[src/hw/rtl/mac_learning_forward_table_core_defines.svh]
// assertion macros for the rtl, included by mlft_back
`ifndef MAC_LEARNING_FORWARD_TABLE_CORE_DEFINES_SVH
`define MAC_LEARNING_FORWARD_TABLE_CORE_DEFINES_SVH

`ifndef SYNTHESIS

// plain property, checked at every rising clock edge outside reset
`define MLFT_ASSERT(lbl, clk, rstn, prop) \
    lbl: assert property (@(posedge clk) disable iff (!(rstn)) (prop)) \
        else $error("assertion failed");

// overlapping implication
`define MLFT_ASSERT_IMPL(lbl, clk, rstn, ante, cons) \
    lbl: assert property (@(posedge clk) disable iff (!(rstn)) (ante) |-> (cons)) \
        else $error("assertion failed");

// next-cycle implication
`define MLFT_ASSERT_NEXT(lbl, clk, rstn, ante, cons) \
    lbl: assert property (@(posedge clk) disable iff (!(rstn)) (ante) |=> (cons)) \
        else $error("assertion failed");

`else

`define MLFT_ASSERT(lbl, clk, rstn, prop)
`define MLFT_ASSERT_IMPL(lbl, clk, rstn, ante, cons)
`define MLFT_ASSERT_NEXT(lbl, clk, rstn, ante, cons)

`endif

`endif

[src/hw/rtl/mlft_pkg.sv]
package mlft_pkg;

    localparam int TABLE_DEPTH_DEF = 64;
    localparam int NUM_PEERS_DEF   = 8;

    localparam int MAC_W       = 48;
    localparam int PEER_ID_W   = 3;
    localparam int OPCODE_W    = 2;
    localparam int ACTION_W    = 3;
    localparam int PEER_MASK_W = 8;

    localparam logic [MAC_W-1:0] BCAST_MAC = 48'hFFFF_FFFF_FFFF;

    typedef enum logic [OPCODE_W-1:0] {
        OP_LOCAL_FRAME = 2'd0,
        OP_PEER_FRAME  = 2'd1,
        OP_PEER_CONN   = 2'd2,
        OP_PEER_REMOVE = 2'd3
    } opcode_t;

    typedef enum logic [ACTION_W-1:0] {
        ACT_DROP_UNKNOWN = 3'd0,
        ACT_DROP_LOCAL   = 3'd1,
        ACT_TO_PEERS     = 3'd2,
        ACT_LOCAL_NET    = 3'd3,
        ACT_EVENT_DONE   = 3'd4,
        ACT_DROP_ABSENT  = 3'd5
    } action_t;

    typedef enum logic [2:0] {
        BK_IDLE,
        BK_SCAN,
        BK_LAST,
        BK_RESOLVE,
        BK_OUT
    } back_state_t;

    typedef struct packed {
        logic [OPCODE_W-1:0]  opcode;
        logic [MAC_W-1:0]     src_mac;
        logic [MAC_W-1:0]     dst_mac;
        logic [PEER_ID_W-1:0] peer_id;
    } in_item_t;

    typedef struct packed {
        logic [ACTION_W-1:0]    action;
        logic [PEER_MASK_W-1:0] peer_mask;
        logic                   learned;
        logic                   table_full;
    } out_item_t;

    // classified item handed from front to back
    typedef struct packed {
        opcode_t              op;
        logic                 do_learn;
        logic                 is_bcast;
        logic                 peer_ok;
        logic [MAC_W-1:0]     src_mac;
        logic [MAC_W-1:0]     dst_mac;
        logic [PEER_ID_W-1:0] peer_id;
    } cmd_t;

endpackage

[src/hw/rtl/mlft_front.sv]
module mlft_front #(
    parameter int NUM_PEERS = mlft_pkg::NUM_PEERS_DEF
) (
    input  logic             s_valid,
    output logic             s_ready,
    input  mlft_pkg::in_item_t s_item,
    input  logic             q_full,
    output logic             q_push,
    output mlft_pkg::cmd_t   q_item
);
    import mlft_pkg::*;

    logic peer_ok;

    assign s_ready = !q_full;
    assign q_push  = s_valid && !q_full;

    // peer ids at or above the peer count are not real peers
    assign peer_ok = {29'd0, s_item.peer_id} < 32'(NUM_PEERS);

    always_comb begin
        q_item.op       = opcode_t'(s_item.opcode);
        q_item.peer_ok  = peer_ok;
        q_item.is_bcast = (s_item.dst_mac == BCAST_MAC);
        q_item.do_learn = (s_item.opcode == OP_LOCAL_FRAME)
                        || ((s_item.opcode == OP_PEER_FRAME) && peer_ok);
        q_item.src_mac  = s_item.src_mac;
        q_item.dst_mac  = s_item.dst_mac;
        q_item.peer_id  = s_item.peer_id;
    end

endmodule

[src/hw/rtl/mlft_queue.sv]
module mlft_queue (
    input  logic           aclk,
    input  logic           aresetn,
    input  logic           push,
    input  mlft_pkg::cmd_t push_item,
    output logic           full,
    input  logic           pop,
    output logic           pop_valid,
    output mlft_pkg::cmd_t pop_item
);
    import mlft_pkg::*;

    cmd_t       slot_reg [2];
    logic       wr_ptr_reg, wr_ptr_next;
    logic       rd_ptr_reg, rd_ptr_next;
    logic [1:0] fill_reg, fill_next;

    assign full      = (fill_reg == 2'd2);
    assign pop_valid = (fill_reg != 2'd0);
    assign pop_item  = slot_reg[rd_ptr_reg];

    always_comb begin
        wr_ptr_next = push ? !wr_ptr_reg : wr_ptr_reg;
        rd_ptr_next = pop  ? !rd_ptr_reg : rd_ptr_reg;
        fill_next   = fill_reg + {1'b0, push} - {1'b0, pop};
    end

    always_ff @(posedge aclk) begin
        if (!aresetn) begin
            wr_ptr_reg <= 1'b0;
            rd_ptr_reg <= 1'b0;
            fill_reg   <= 2'd0;
        end else begin
            wr_ptr_reg <= wr_ptr_next;
            rd_ptr_reg <= rd_ptr_next;
            fill_reg   <= fill_next;
        end
    end

    always_ff @(posedge aclk) begin
        if (push) begin
            slot_reg[wr_ptr_reg] <= push_item;
        end
    end

endmodule

[src/hw/rtl/mlft_back.sv]
`include "mac_learning_forward_table_core_defines.svh"

module mlft_back #(
    parameter int TABLE_DEPTH = mlft_pkg::TABLE_DEPTH_DEF,
    parameter int NUM_PEERS   = mlft_pkg::NUM_PEERS_DEF
) (
    input  logic                aclk,
    input  logic                aresetn,
    input  logic                q_valid,
    input  mlft_pkg::cmd_t      q_item,
    output logic                q_pop,
    output logic                m_valid,
    input  logic                m_ready,
    output mlft_pkg::out_item_t m_item
);
    import mlft_pkg::*;

    localparam int ADDR_W = $clog2(TABLE_DEPTH);
    localparam int CNT_W  = $clog2(TABLE_DEPTH + 1);
    localparam int LOC_W  = $clog2(NUM_PEERS + 1);

    localparam logic [LOC_W-1:0]     LOC_LOCAL = LOC_W'(NUM_PEERS);
    localparam logic [NUM_PEERS-1:0] PEER_ONE  = NUM_PEERS'(1);
    localparam logic [CNT_W-1:0]     CNT_FULL  = CNT_W'(TABLE_DEPTH);

    // table storage
    logic [MAC_W-1:0] mac_mem [TABLE_DEPTH];
    logic [LOC_W-1:0] loc_mem [TABLE_DEPTH];

    back_state_t          state_reg, state_next;
    cmd_t                 cmd_reg, cmd_next;
    logic [ADDR_W-1:0]    idx_reg, idx_next;
    logic [CNT_W-1:0]     count_reg, count_next;
    logic [NUM_PEERS-1:0] present_reg, present_next;
    logic                 src_hit_reg, src_hit_next;
    logic [LOC_W-1:0]     src_loc_reg, src_loc_next;
    logic                 dst_hit_reg, dst_hit_next;
    logic [LOC_W-1:0]     dst_loc_reg, dst_loc_next;
    logic                 rd_vld_reg;
    logic [MAC_W-1:0]     rd_mac_reg;
    logic [LOC_W-1:0]     rd_loc_reg;
    out_item_t            res_reg, res_next;
    logic                 m_valid_reg, m_valid_next;
    out_item_t            m_item_reg, m_item_next;

    logic [CNT_W-1:0]     count_m1;
    logic [ADDR_W-1:0]    last_idx;
    logic                 is_event;
    logic                 out_free;
    logic                 need_learn;
    logic                 is_full;
    logic                 mem_we;
    logic [LOC_W-1:0]     learn_loc;
    out_item_t            res_calc;

    assign count_m1 = count_reg - CNT_W'(1);
    assign last_idx = count_m1[ADDR_W-1:0];
    assign is_event = (q_item.op == OP_PEER_CONN) || (q_item.op == OP_PEER_REMOVE);
    assign out_free = !m_valid_reg || m_ready;
    assign m_valid  = m_valid_reg;
    assign m_item   = m_item_reg;

    // next state
    always_comb begin
        state_next = state_reg;
        unique case (state_reg)
            BK_IDLE: begin
                if (q_valid) begin
                    if (is_event) begin
                        state_next = BK_OUT;
                    end else if (count_reg == '0) begin
                        state_next = BK_RESOLVE;
                    end else begin
                        state_next = BK_SCAN;
                    end
                end
            end
            BK_SCAN: begin
                if (idx_reg == last_idx) begin
                    state_next = BK_LAST;
                end
            end
            BK_LAST:    state_next = BK_RESOLVE;
            BK_RESOLVE: state_next = BK_OUT;
            BK_OUT: begin
                if (out_free) begin
                    state_next = BK_IDLE;
                end
            end
            default:    state_next = BK_IDLE;
        endcase
    end

    // learn decision and forwarding result
    always_comb begin
        logic                   self_hit;
        logic                   d_found;
        logic [LOC_W-1:0]       d_loc;
        logic [PEER_MASK_W-1:0] present8;
        logic [PEER_MASK_W-1:0] excl;
        logic [NUM_PEERS-1:0]   present_sh;

        need_learn = cmd_reg.do_learn && !src_hit_reg;
        is_full    = (count_reg == CNT_FULL);
        mem_we     = (state_reg == BK_RESOLVE) && need_learn && !is_full;
        learn_loc  = (cmd_reg.op == OP_PEER_FRAME) ? LOC_W'(cmd_reg.peer_id) : LOC_LOCAL;

        // dst equal to a source learned right now counts as found, at the learned place
        self_hit   = !dst_hit_reg && mem_we && (cmd_reg.dst_mac == cmd_reg.src_mac);
        d_found    = dst_hit_reg || self_hit;
        d_loc      = dst_hit_reg ? dst_loc_reg : learn_loc;
        present8   = PEER_MASK_W'(present_reg);
        excl       = (src_hit_reg && (src_loc_reg < LOC_LOCAL))
                   ? (PEER_MASK_W'(1) << src_loc_reg) : '0;
        present_sh = present_reg >> d_loc;

        res_calc.action     = ACT_LOCAL_NET;
        res_calc.peer_mask  = '0;
        res_calc.learned    = mem_we;
        res_calc.table_full = need_learn && is_full;

        priority if (cmd_reg.op == OP_PEER_FRAME) begin
            res_calc.action = ACT_LOCAL_NET;
        end else if (cmd_reg.is_bcast) begin
            res_calc.action    = ACT_TO_PEERS;
            res_calc.peer_mask = present8 & ~excl;
        end else if (!d_found) begin
            res_calc.action = ACT_DROP_UNKNOWN;
        end else if (d_loc >= LOC_LOCAL) begin
            res_calc.action = ACT_DROP_LOCAL;
        end else if (present_sh[0]) begin
            res_calc.action    = ACT_TO_PEERS;
            res_calc.peer_mask = PEER_MASK_W'(1) << d_loc;
        end else begin
            res_calc.action = ACT_DROP_ABSENT;
        end
    end

    // datapath outputs per state
    always_comb begin
        q_pop        = (state_reg == BK_IDLE) && q_valid;
        cmd_next     = cmd_reg;
        idx_next     = idx_reg;
        count_next   = count_reg;
        present_next = present_reg;
        src_hit_next = src_hit_reg;
        src_loc_next = src_loc_reg;
        dst_hit_next = dst_hit_reg;
        dst_loc_next = dst_loc_reg;
        res_next     = res_reg;
        m_valid_next = m_valid_reg;
        m_item_next  = m_item_reg;

        if (m_ready) begin
            m_valid_next = 1'b0;
        end

        // compare the entry read in the previous cycle
        if (rd_vld_reg) begin
            if (!src_hit_reg && (rd_mac_reg == cmd_reg.src_mac)) begin
                src_hit_next = 1'b1;
                src_loc_next = rd_loc_reg;
            end
            if (!dst_hit_reg && (rd_mac_reg == cmd_reg.dst_mac)) begin
                dst_hit_next = 1'b1;
                dst_loc_next = rd_loc_reg;
            end
        end

        unique case (state_reg)
            BK_IDLE: begin
                if (q_pop) begin
                    cmd_next     = q_item;
                    idx_next     = '0;
                    src_hit_next = 1'b0;
                    dst_hit_next = 1'b0;
                    res_next.action     = ACT_EVENT_DONE;
                    res_next.peer_mask  = '0;
                    res_next.learned    = 1'b0;
                    res_next.table_full = 1'b0;
                    if (q_item.peer_ok && (q_item.op == OP_PEER_CONN)) begin
                        present_next = present_reg | (PEER_ONE << q_item.peer_id);
                    end else if (q_item.peer_ok && (q_item.op == OP_PEER_REMOVE)) begin
                        present_next = present_reg & ~(PEER_ONE << q_item.peer_id);
                    end
                end
            end
            BK_SCAN: begin
                idx_next = idx_reg + ADDR_W'(1);
            end
            BK_LAST: begin
            end
            BK_RESOLVE: begin
                res_next = res_calc;
                if (mem_we) begin
                    count_next = count_reg + CNT_W'(1);
                end
            end
            BK_OUT: begin
                if (out_free) begin
                    m_valid_next = 1'b1;
                    m_item_next  = res_reg;
                end
            end
            default: begin
            end
        endcase
    end

    always_ff @(posedge aclk) begin
        if (!aresetn) begin
            state_reg   <= BK_IDLE;
            count_reg   <= '0;
            present_reg <= '0;
            src_hit_reg <= 1'b0;
            dst_hit_reg <= 1'b0;
            rd_vld_reg  <= 1'b0;
            m_valid_reg <= 1'b0;
        end else begin
            state_reg   <= state_next;
            count_reg   <= count_next;
            present_reg <= present_next;
            src_hit_reg <= src_hit_next;
            dst_hit_reg <= dst_hit_next;
            rd_vld_reg  <= (state_reg == BK_SCAN);
            m_valid_reg <= m_valid_next;
        end
    end

    always_ff @(posedge aclk) begin
        cmd_reg     <= cmd_next;
        idx_reg     <= idx_next;
        src_loc_reg <= src_loc_next;
        dst_loc_reg <= dst_loc_next;
        res_reg     <= res_next;
        m_item_reg  <= m_item_next;
    end

    // one write port at the fill count, one registered read port
    always_ff @(posedge aclk) begin
        if (mem_we) begin
            mac_mem[count_reg[ADDR_W-1:0]] <= cmd_reg.src_mac;
            loc_mem[count_reg[ADDR_W-1:0]] <= learn_loc;
        end
        rd_mac_reg <= mac_mem[idx_reg];
        rd_loc_reg <= loc_mem[idx_reg];
    end

    `MLFT_ASSERT(a_count_bound, aclk, aresetn, count_reg <= CNT_FULL)
    `MLFT_ASSERT_NEXT(a_learn_counts, aclk, aresetn, mem_we, count_reg == $past(count_reg) + CNT_W'(1))
    `MLFT_ASSERT_IMPL(a_learn_or_full, aclk, aresetn, state_reg == BK_OUT, !(res_reg.learned && res_reg.table_full))
    `MLFT_ASSERT_IMPL(a_mask_only_fwd, aclk, aresetn, m_valid_reg, (m_item_reg.action == ACT_TO_PEERS) || (m_item_reg.peer_mask == '0))

endmodule

[src/hw/rtl/mac_learning_forward_table_core.sv]
// learning bridge table between a local segment and up to NUM_PEERS tunnel peers.
// each item is a frame header (opcode 0 local, 1 from peer) or a peer connect (2) or
// remove (3) event, and gives exactly one result item. sources are learned at their
// first-seen place into the lowest free slot and never move; a full table raises
// table_full and the frame is still forwarded. entries are searched one per cycle
// through a single registered memory read port, so a frame's time in the back
// end grows with the number of learned entries, while an event skips the search;
// the search loop over learned entries sets the rate. the table has no clearing
// pass after reset: slots fill in order and a fill count marks which are valid.
// the front classifies items into a two-entry queue, and a result register lets
// a new item enter while a result waits.
module mac_learning_forward_table_core #(
    parameter int TABLE_DEPTH = mlft_pkg::TABLE_DEPTH_DEF,
    parameter int NUM_PEERS   = mlft_pkg::NUM_PEERS_DEF
) (
    input  logic                aclk,
    input  logic                aresetn,
    input  logic                s_valid,
    output logic                s_ready,
    input  mlft_pkg::in_item_t  s_item,
    output logic                m_valid,
    input  logic                m_ready,
    output mlft_pkg::out_item_t m_item
);
    import mlft_pkg::*;

    // front to queue
    logic q_full;
    logic q_push;
    cmd_t q_push_item;

    // queue to back
    logic q_valid;
    logic q_pop;
    cmd_t q_item;

    // decode opcode, broadcast and peer range check
    mlft_front #(
        .NUM_PEERS (NUM_PEERS)
    ) u_front (
        .s_valid (s_valid),
        .s_ready (s_ready),
        .s_item  (s_item),
        .q_full  (q_full),
        .q_push  (q_push),
        .q_item  (q_push_item)
    );

    // two-entry decoupling queue
    mlft_queue u_queue (
        .aclk      (aclk),
        .aresetn   (aresetn),
        .push      (q_push),
        .push_item (q_push_item),
        .full      (q_full),
        .pop       (q_pop),
        .pop_valid (q_valid),
        .pop_item  (q_item)
    );

    // table search, learning, peer presence and result register
    mlft_back #(
        .TABLE_DEPTH (TABLE_DEPTH),
        .NUM_PEERS   (NUM_PEERS)
    ) u_back (
        .aclk    (aclk),
        .aresetn (aresetn),
        .q_valid (q_valid),
        .q_item  (q_item),
        .q_pop   (q_pop),
        .m_valid (m_valid),
        .m_ready (m_ready),
        .m_item  (m_item)
    );

endmodule

[config.mk]
export PLATFORM = sky130hd
export DESIGN_NAME = mac_learning_forward_table_core
export DESIGN_NICKNAME = d
export VERILOG_FILES = /design/src/hw/rtl/mlft_pkg.sv /design/src/hw/rtl/mlft_front.sv /design/src/hw/rtl/mlft_queue.sv /design/src/hw/rtl/mlft_back.sv /design/src/hw/rtl/mac_learning_forward_table_core.sv
export VERILOG_INCLUDE_DIRS = /design/src /design/src/hw/rtl
export SDC_FILE = /design/constraint.sdc
export NUM_CORES = 2
export LEC_CHECK = 0
export BUFFER_PORTS_ARGS = -buffer_cell sky130_fd_sc_hd__buf_2
export CAP_MARGIN = 20
export CORE_MARGIN = 2
export CORE_UTILIZATION = 45
export CTS_BUF_LIST = sky130_fd_sc_hd__clkbuf_8
export DETAILED_ROUTE_END_ITERATION = 7
export PLACE_DENSITY = 0.64
export SYNTH_ARGS = -nofsm -noshare
export SYNTH_HDL_FRONTEND = slang
export SYNTH_SLANG_ARGS = --single-unit
[constraint.sdc]
create_clock -name aclk -period 16.5 [get_ports aclk]
set_clock_uncertainty 0.1 [all_clocks]
set_input_delay 4.125 -clock aclk [delete_from_list [all_inputs] [get_ports aclk]]
set_output_delay 4.125 -clock aclk [all_outputs]
set_load 0.02 [all_outputs]
# After elaboration in Yosys (flattened, before gate mapping)
# Memories as Yosys holds them, arrays and structs flattened. A register that Yosys moved wholly into a read port is not among the register bits.
# Cells that the tools add are included.
# W data, S select, Z words.
# word_totals
regBits	169
latchBits	0
mem_bits_rw	3534
rom_bits	0
in_bits	105
out_inout_bits	15
wordCells	146
n_memories	3
# classes
addsub	5
mul	0
div	0
n_lt_le_gt_ge	2
n_eq_ne	19
shift	4
muxes	41
n_bitwise	5
reduce_logical	40
# memory_table
memory	depth	width	rd	rd_clocked_by_memory_dff	write_ports	line	source
u_back.mac_mem	64	48	1	1	1	mlft_back.sv:27	logic [MAC_W-1:0] mac_mem [TABLE_DEPTH];
u_back.loc_mem	64	4	1	1	1	mlft_back.sv:28	logic [LOC_W-1:0] loc_mem [TABLE_DEPTH];
u_queue.slot_reg	2	103	1	1	1	mlft_queue.sv:13	cmd_t slot_reg [2];
# op_table
cell	count
$eq A48 B48 Y1	3
$mux W8	7
$eq A48 B48 Y1 const B	1
$pmux W13 S2	1
$mux W3	8
$mux W1	17
$and A8 B8 Y8	2
$not A8 Y8	2
$shl A1 B4 Y8 const A	2
$pmux W3 S5	1
$reduce_and A2 Y1	7
$mux W13	1
$pmux W6 S2	1
$logic_and A1 B1 Y1	11
$mux W11	1
$mux W4	2
$or A8 B8 Y8	1
$reduce_bool A2 Y1	4
$shl A1 B3 Y8 const A	1
$shr A8 B4 Y1	1
$add A7 B1 Y7 const B	1
$eq A7 B7 Y1 const B	1
$logic_not A1 Y1	7
$logic_not A7 Y1	1
other kinds (21)	32

# Longest topological paths before layout
# depth
ltp_word	11
depth_mapped	10
mapped_depth_nobuf	9

# By module
# Synthesis repeated with hierarchy kept, for this count alone.
# unflattened
cells_unflattened	5982
area_unflattened_um2	143347.5
# modules_own_cells
module	n_inst	cells_per_inst	area_per_inst_um2	seq_area_each_um2
mlft_back	1	5515	134480.2	105711.4
mlft_queue	1	345	7983.9	6346.1
mlft_front	1	122	883.3	0.0

# Worst setup path after synthesis
# OpenSTA, ideal clock, no wires.
# synth_path
path_kind	input port to flip-flop
start	input port s_valid
end	memory u_queue.slot_reg[0][0] (netlist bit) (enable)
setup_time_ps	566
arrival_time_ps	8504
required_time_ps	15834
slack_ps	7330
stages	2
path_buffers	0
cell_sequence	nand2_1 > nor2_1
# synth_between
elab_chain_len	3
# synth_rtl
element	line	source
start: declaration	mac_learning_forward_table_core.sv:18	input logic s_valid,
$logic_and A1 B1 Y1	mlft_front.sv:16	assign q_push = s_valid && !q_full;
$mux W1	mlft_queue.sv:41	if (push) begin
$mux W1 (not written as such)	mlft_queue.sv:42	slot_reg[wr_ptr_reg] <= push_item;
end: declaration	mlft_queue.sv:13	
# No other way between the ends.

# Worst setup path after layout
# layout_path
start	register u_queue.fill_reg[0]
end	output port s_ready
# layout_between
elab_chain_len	2
# layout_rtl
element	line	source
start: declaration	mlft_queue.sv:16	logic [1:0] fill_reg, fill_next;
start signal: assignment	mlft_queue.sv:36	fill_reg <= fill_next;
$eq A2 B2 Y1	mlft_queue.sv:18	assign full = (fill_reg == 2'd2);
$logic_not A1 Y1	mlft_front.sv:15	assign s_ready = !q_full;
end: declaration	mac_learning_forward_table_core.sv:19	output logic s_ready,
# No other way between the ends.

==> run metrics <==
Min Hold Slack 334.9 ps; number of cells produced by synthesis ~5900; RSZ-0062 raised after global routing no; Clk pwr share 0.268; fraction of power consumed by combinational cells 0.272; failing checks design-rule violations; overall global routing resource usage 0.2311; number of global-route vias before repair ~70000; number of flip-flops under the largest register name around 3100; Ys Warns 0; total area of sequential cells approximately 110000 um^2; fill cell count between 20000 and 25000; shortest period the worst path allows 6079 ps; max-capacitance violation count 0; maximum number of pins on one net before global-route repair ~130; number of buffer cells added on primary ports ~120; synthesized flop and latch total 3756; share of the clock period used by the worst path after layout 0.3684; leading cell type in the layout, fill and taps excluded sky130_fd_sc_hd__edfxtp_1; switch share 0.3043; number of synthesized flops with an enable pin approximately 3700; cells along the critical path inv_1 -> nand2_1 -> buf_2; relative max-transition margin 0.2126; root buffer cell sky130_fd_sc_hd__clkbuf_8; number of iterations in the first detailed-routing pass 8; count of H-tree levels built during CTS 6; internal power ~18000 uW; biggest cell delay along the critical path 370 ps; share of the core filled with cells in the final layout 0.5069; global placement routability congestion around 0.85; Net Sw Power slightly above 8000 uW; Power per Cell Area 166.1 nW/um^2; first-pass GRT wire length between 500000 and 600000 um; number of sinks driven by the clock tree roughly 3800; Core Box Area 314700 um^2; DIE HEIGHT 566.2 um; count of pins on the block boundary 120; final cell count without fillers 11091; category of the critical setup timing path flip-flop to output port; syn_area_per_cell approximately 24 um^2; post-CTS setup buffer count 0; peak supply drop 0.0001746 V; Setup TNS 0 ps; Reg power frac 0.460; worst skew pair latency around 1100 ps; crit path launch type flip-flop; Core Rows slightly above 200; number of gates resized after CTS 0; net total in the final layout around 6600; post-CTS clock slew at the launch and capture registers of the worst setup and hold paths ~60 ps; number of nets with antenna violations after detailed routing 0; DRC violations left 1; multi-input combinational cell area 29400 um^2; count of buffering cells on the critical path with inverters included 2; First DRT Iteration DRCs between 10000 and 15000; clock tree from TritonCTS yes; leading cell types in the layout, fill and taps excluded sky130_fd_sc_hd__edfxtp_1, sky130_fd_sc_hd__mux4_2, sky130_fd_sc_hd__clkbuf_8; Yosys cell types 55; max-slew violations 0; area of the die between 300000 and 400000 um^2; total wirelength of the detailed-routed design about 380000 um; top flip-flop cell by instance count after synthesis sky130_fd_sc_hd__edfxtp_1; CP required 12270 ps; Netlist Area Pre-Place approximately 140000 um^2; clk buf depth 4; CP Capture Type output port; worst min path class flip-flop to flip-flop; critical-path cell with the highest stage delay sky130_fd_sc_hd__dfxtp_1; cell family contributing the most delay on the critical path flip-flops; vias per cell between 6 and 7; Data arrival, critical path approximately 1900 ps; count of vias placed by the detailed router 68023; cts-stage hold buffer count 0; proportion of register bits with asynchronous set or reset after synthesis 0; nets in the synthesized netlist approximately 6000; number of antenna violations at the first check in global routing 19; Final setup viols 0; layout-stage area growth over the synthesis result 12.18%; maximum net fanout on the critical path 4; leakage around 0.050 uW; status complete, but fails checks; initial core utilization 0.4519; transition time at the pin with the least slew margin approximately 1200 ps; fraction of final layout cells sized beyond drive strength 1 0.3234; placed instance count between 10000 and 15000; number of endpoints with negative hold slack in the final report 0; residual overflow from global routing 0; die width around 570 um; routed length per instance 33.84 um; CTS Buf Count slightly below 600; share of synthesized area occupied by flip-flops and latches 0.7876; maximum frequency from static timing analysis between 150 and 200 MHz; post-DP HPWL 199700 um
worst paths after layout:
kind	start	to	slack (ps)	depth (start not counted)
min reg2reg	u_back.res_reg[2]	u_back.m_item[2]	330	0
max	u_queue.fill_reg[0]	s_ready	10420	3
min	u_back.res_reg[2]	u_back.m_item[2]	330	0
max reg2reg	u_back.idx_reg[0]	u_back.rd_mac_reg[32]	10670	9
cell type report:
| cell class | instances | share of cell area |
|---|---|---|
| diodes | 11 | 0.0001725 |
| repair buffers | 335 | 0.01523 |
| clock buffers | 609 | 0.05254 |
| flip-flops and latches | 3756 | 0.7021 |
| clock inverters | 396 | 0.01249 |
| inverters | 23 | 0.0005725 |
| multi-input cells | 1801 | 0.1843 |
| well taps | 4160 | 0.03263 |
routing by layer:
metal,GRT usage,vias to the layer above,wire length [um]
met1,0.3174,36932,144500
met4,0.07494,0,12390
met2,0.3713,3849,181600
met5,0,-,0
met3,0.04926,675,36890
li1,-,26567,-
Yosys cell counts, drive strengths merged, types with 6 or more instances:
cell,n,area share
o21ai,9,0.00032
xnor2,140,0.0086
a22oi,105,0.0055
buf,130,0.0046
mux2,100,0.0079
nor3,11,0.00039
nand2,81,0.0021
nand3b,6,0.00032
inv,23,0.00061
edfxtp,3677,0.78
a21oi,8,0.00028
xor2,24,0.0015
mux4,1040,0.16
o31ai,6,0.00032
nor2,112,0.0030
nor4,13,0.00062
o211ai,6,0.00032
nand3,19,0.00067
mux2i,11,0.00077
dfxtp,79,0.011
and2,6,0.00026
nand4,42,0.0018
clkbuf,159,0.0042
per-stage QoR:
step / instance area [um^2] / worst slack [ps] / total power, uW
6_report: 159500 / 10420 / 26490
5_1_grt: 159500 / 10170 / 27420
4_1_cts: 159500 / 10350 / 26620
3_5_place_dp: 149100 / 9975 / 19600
3_3_place_gp: 149100 / 10050 / 19460
2_1_floorplan: 142200 / 7330 / 17220
power by group through the flow:
stage | combinational (uW) | sequential [uW] | clock, uW
after detailed placement | 7220 | 12400 | 0
after global routing | 7600 | 12200 | 7630
after CTS | 7230 | 12200 | 7210
final | 7200 | 12200 | 7100
after floorplan | 4560 | 12700 | 0
after global placement | 7090 | 12400 | 0
cell families after synthesis:
family                     count (synthesis)  share of synthesized area
DFF                                     3756                     0.7876
muxes                                   1151                     0.1734
adders and majority gates                  5                  0.0004399
buffers and inverters                    312                   0.009370
AOI/OAI and AO/OA                        159                   0.008306
xor gates and xnor gates                 164                    0.01010
and+or+nand+nor                          322                    0.01083
No activity file was read; power rests on OpenSTA's default activity.
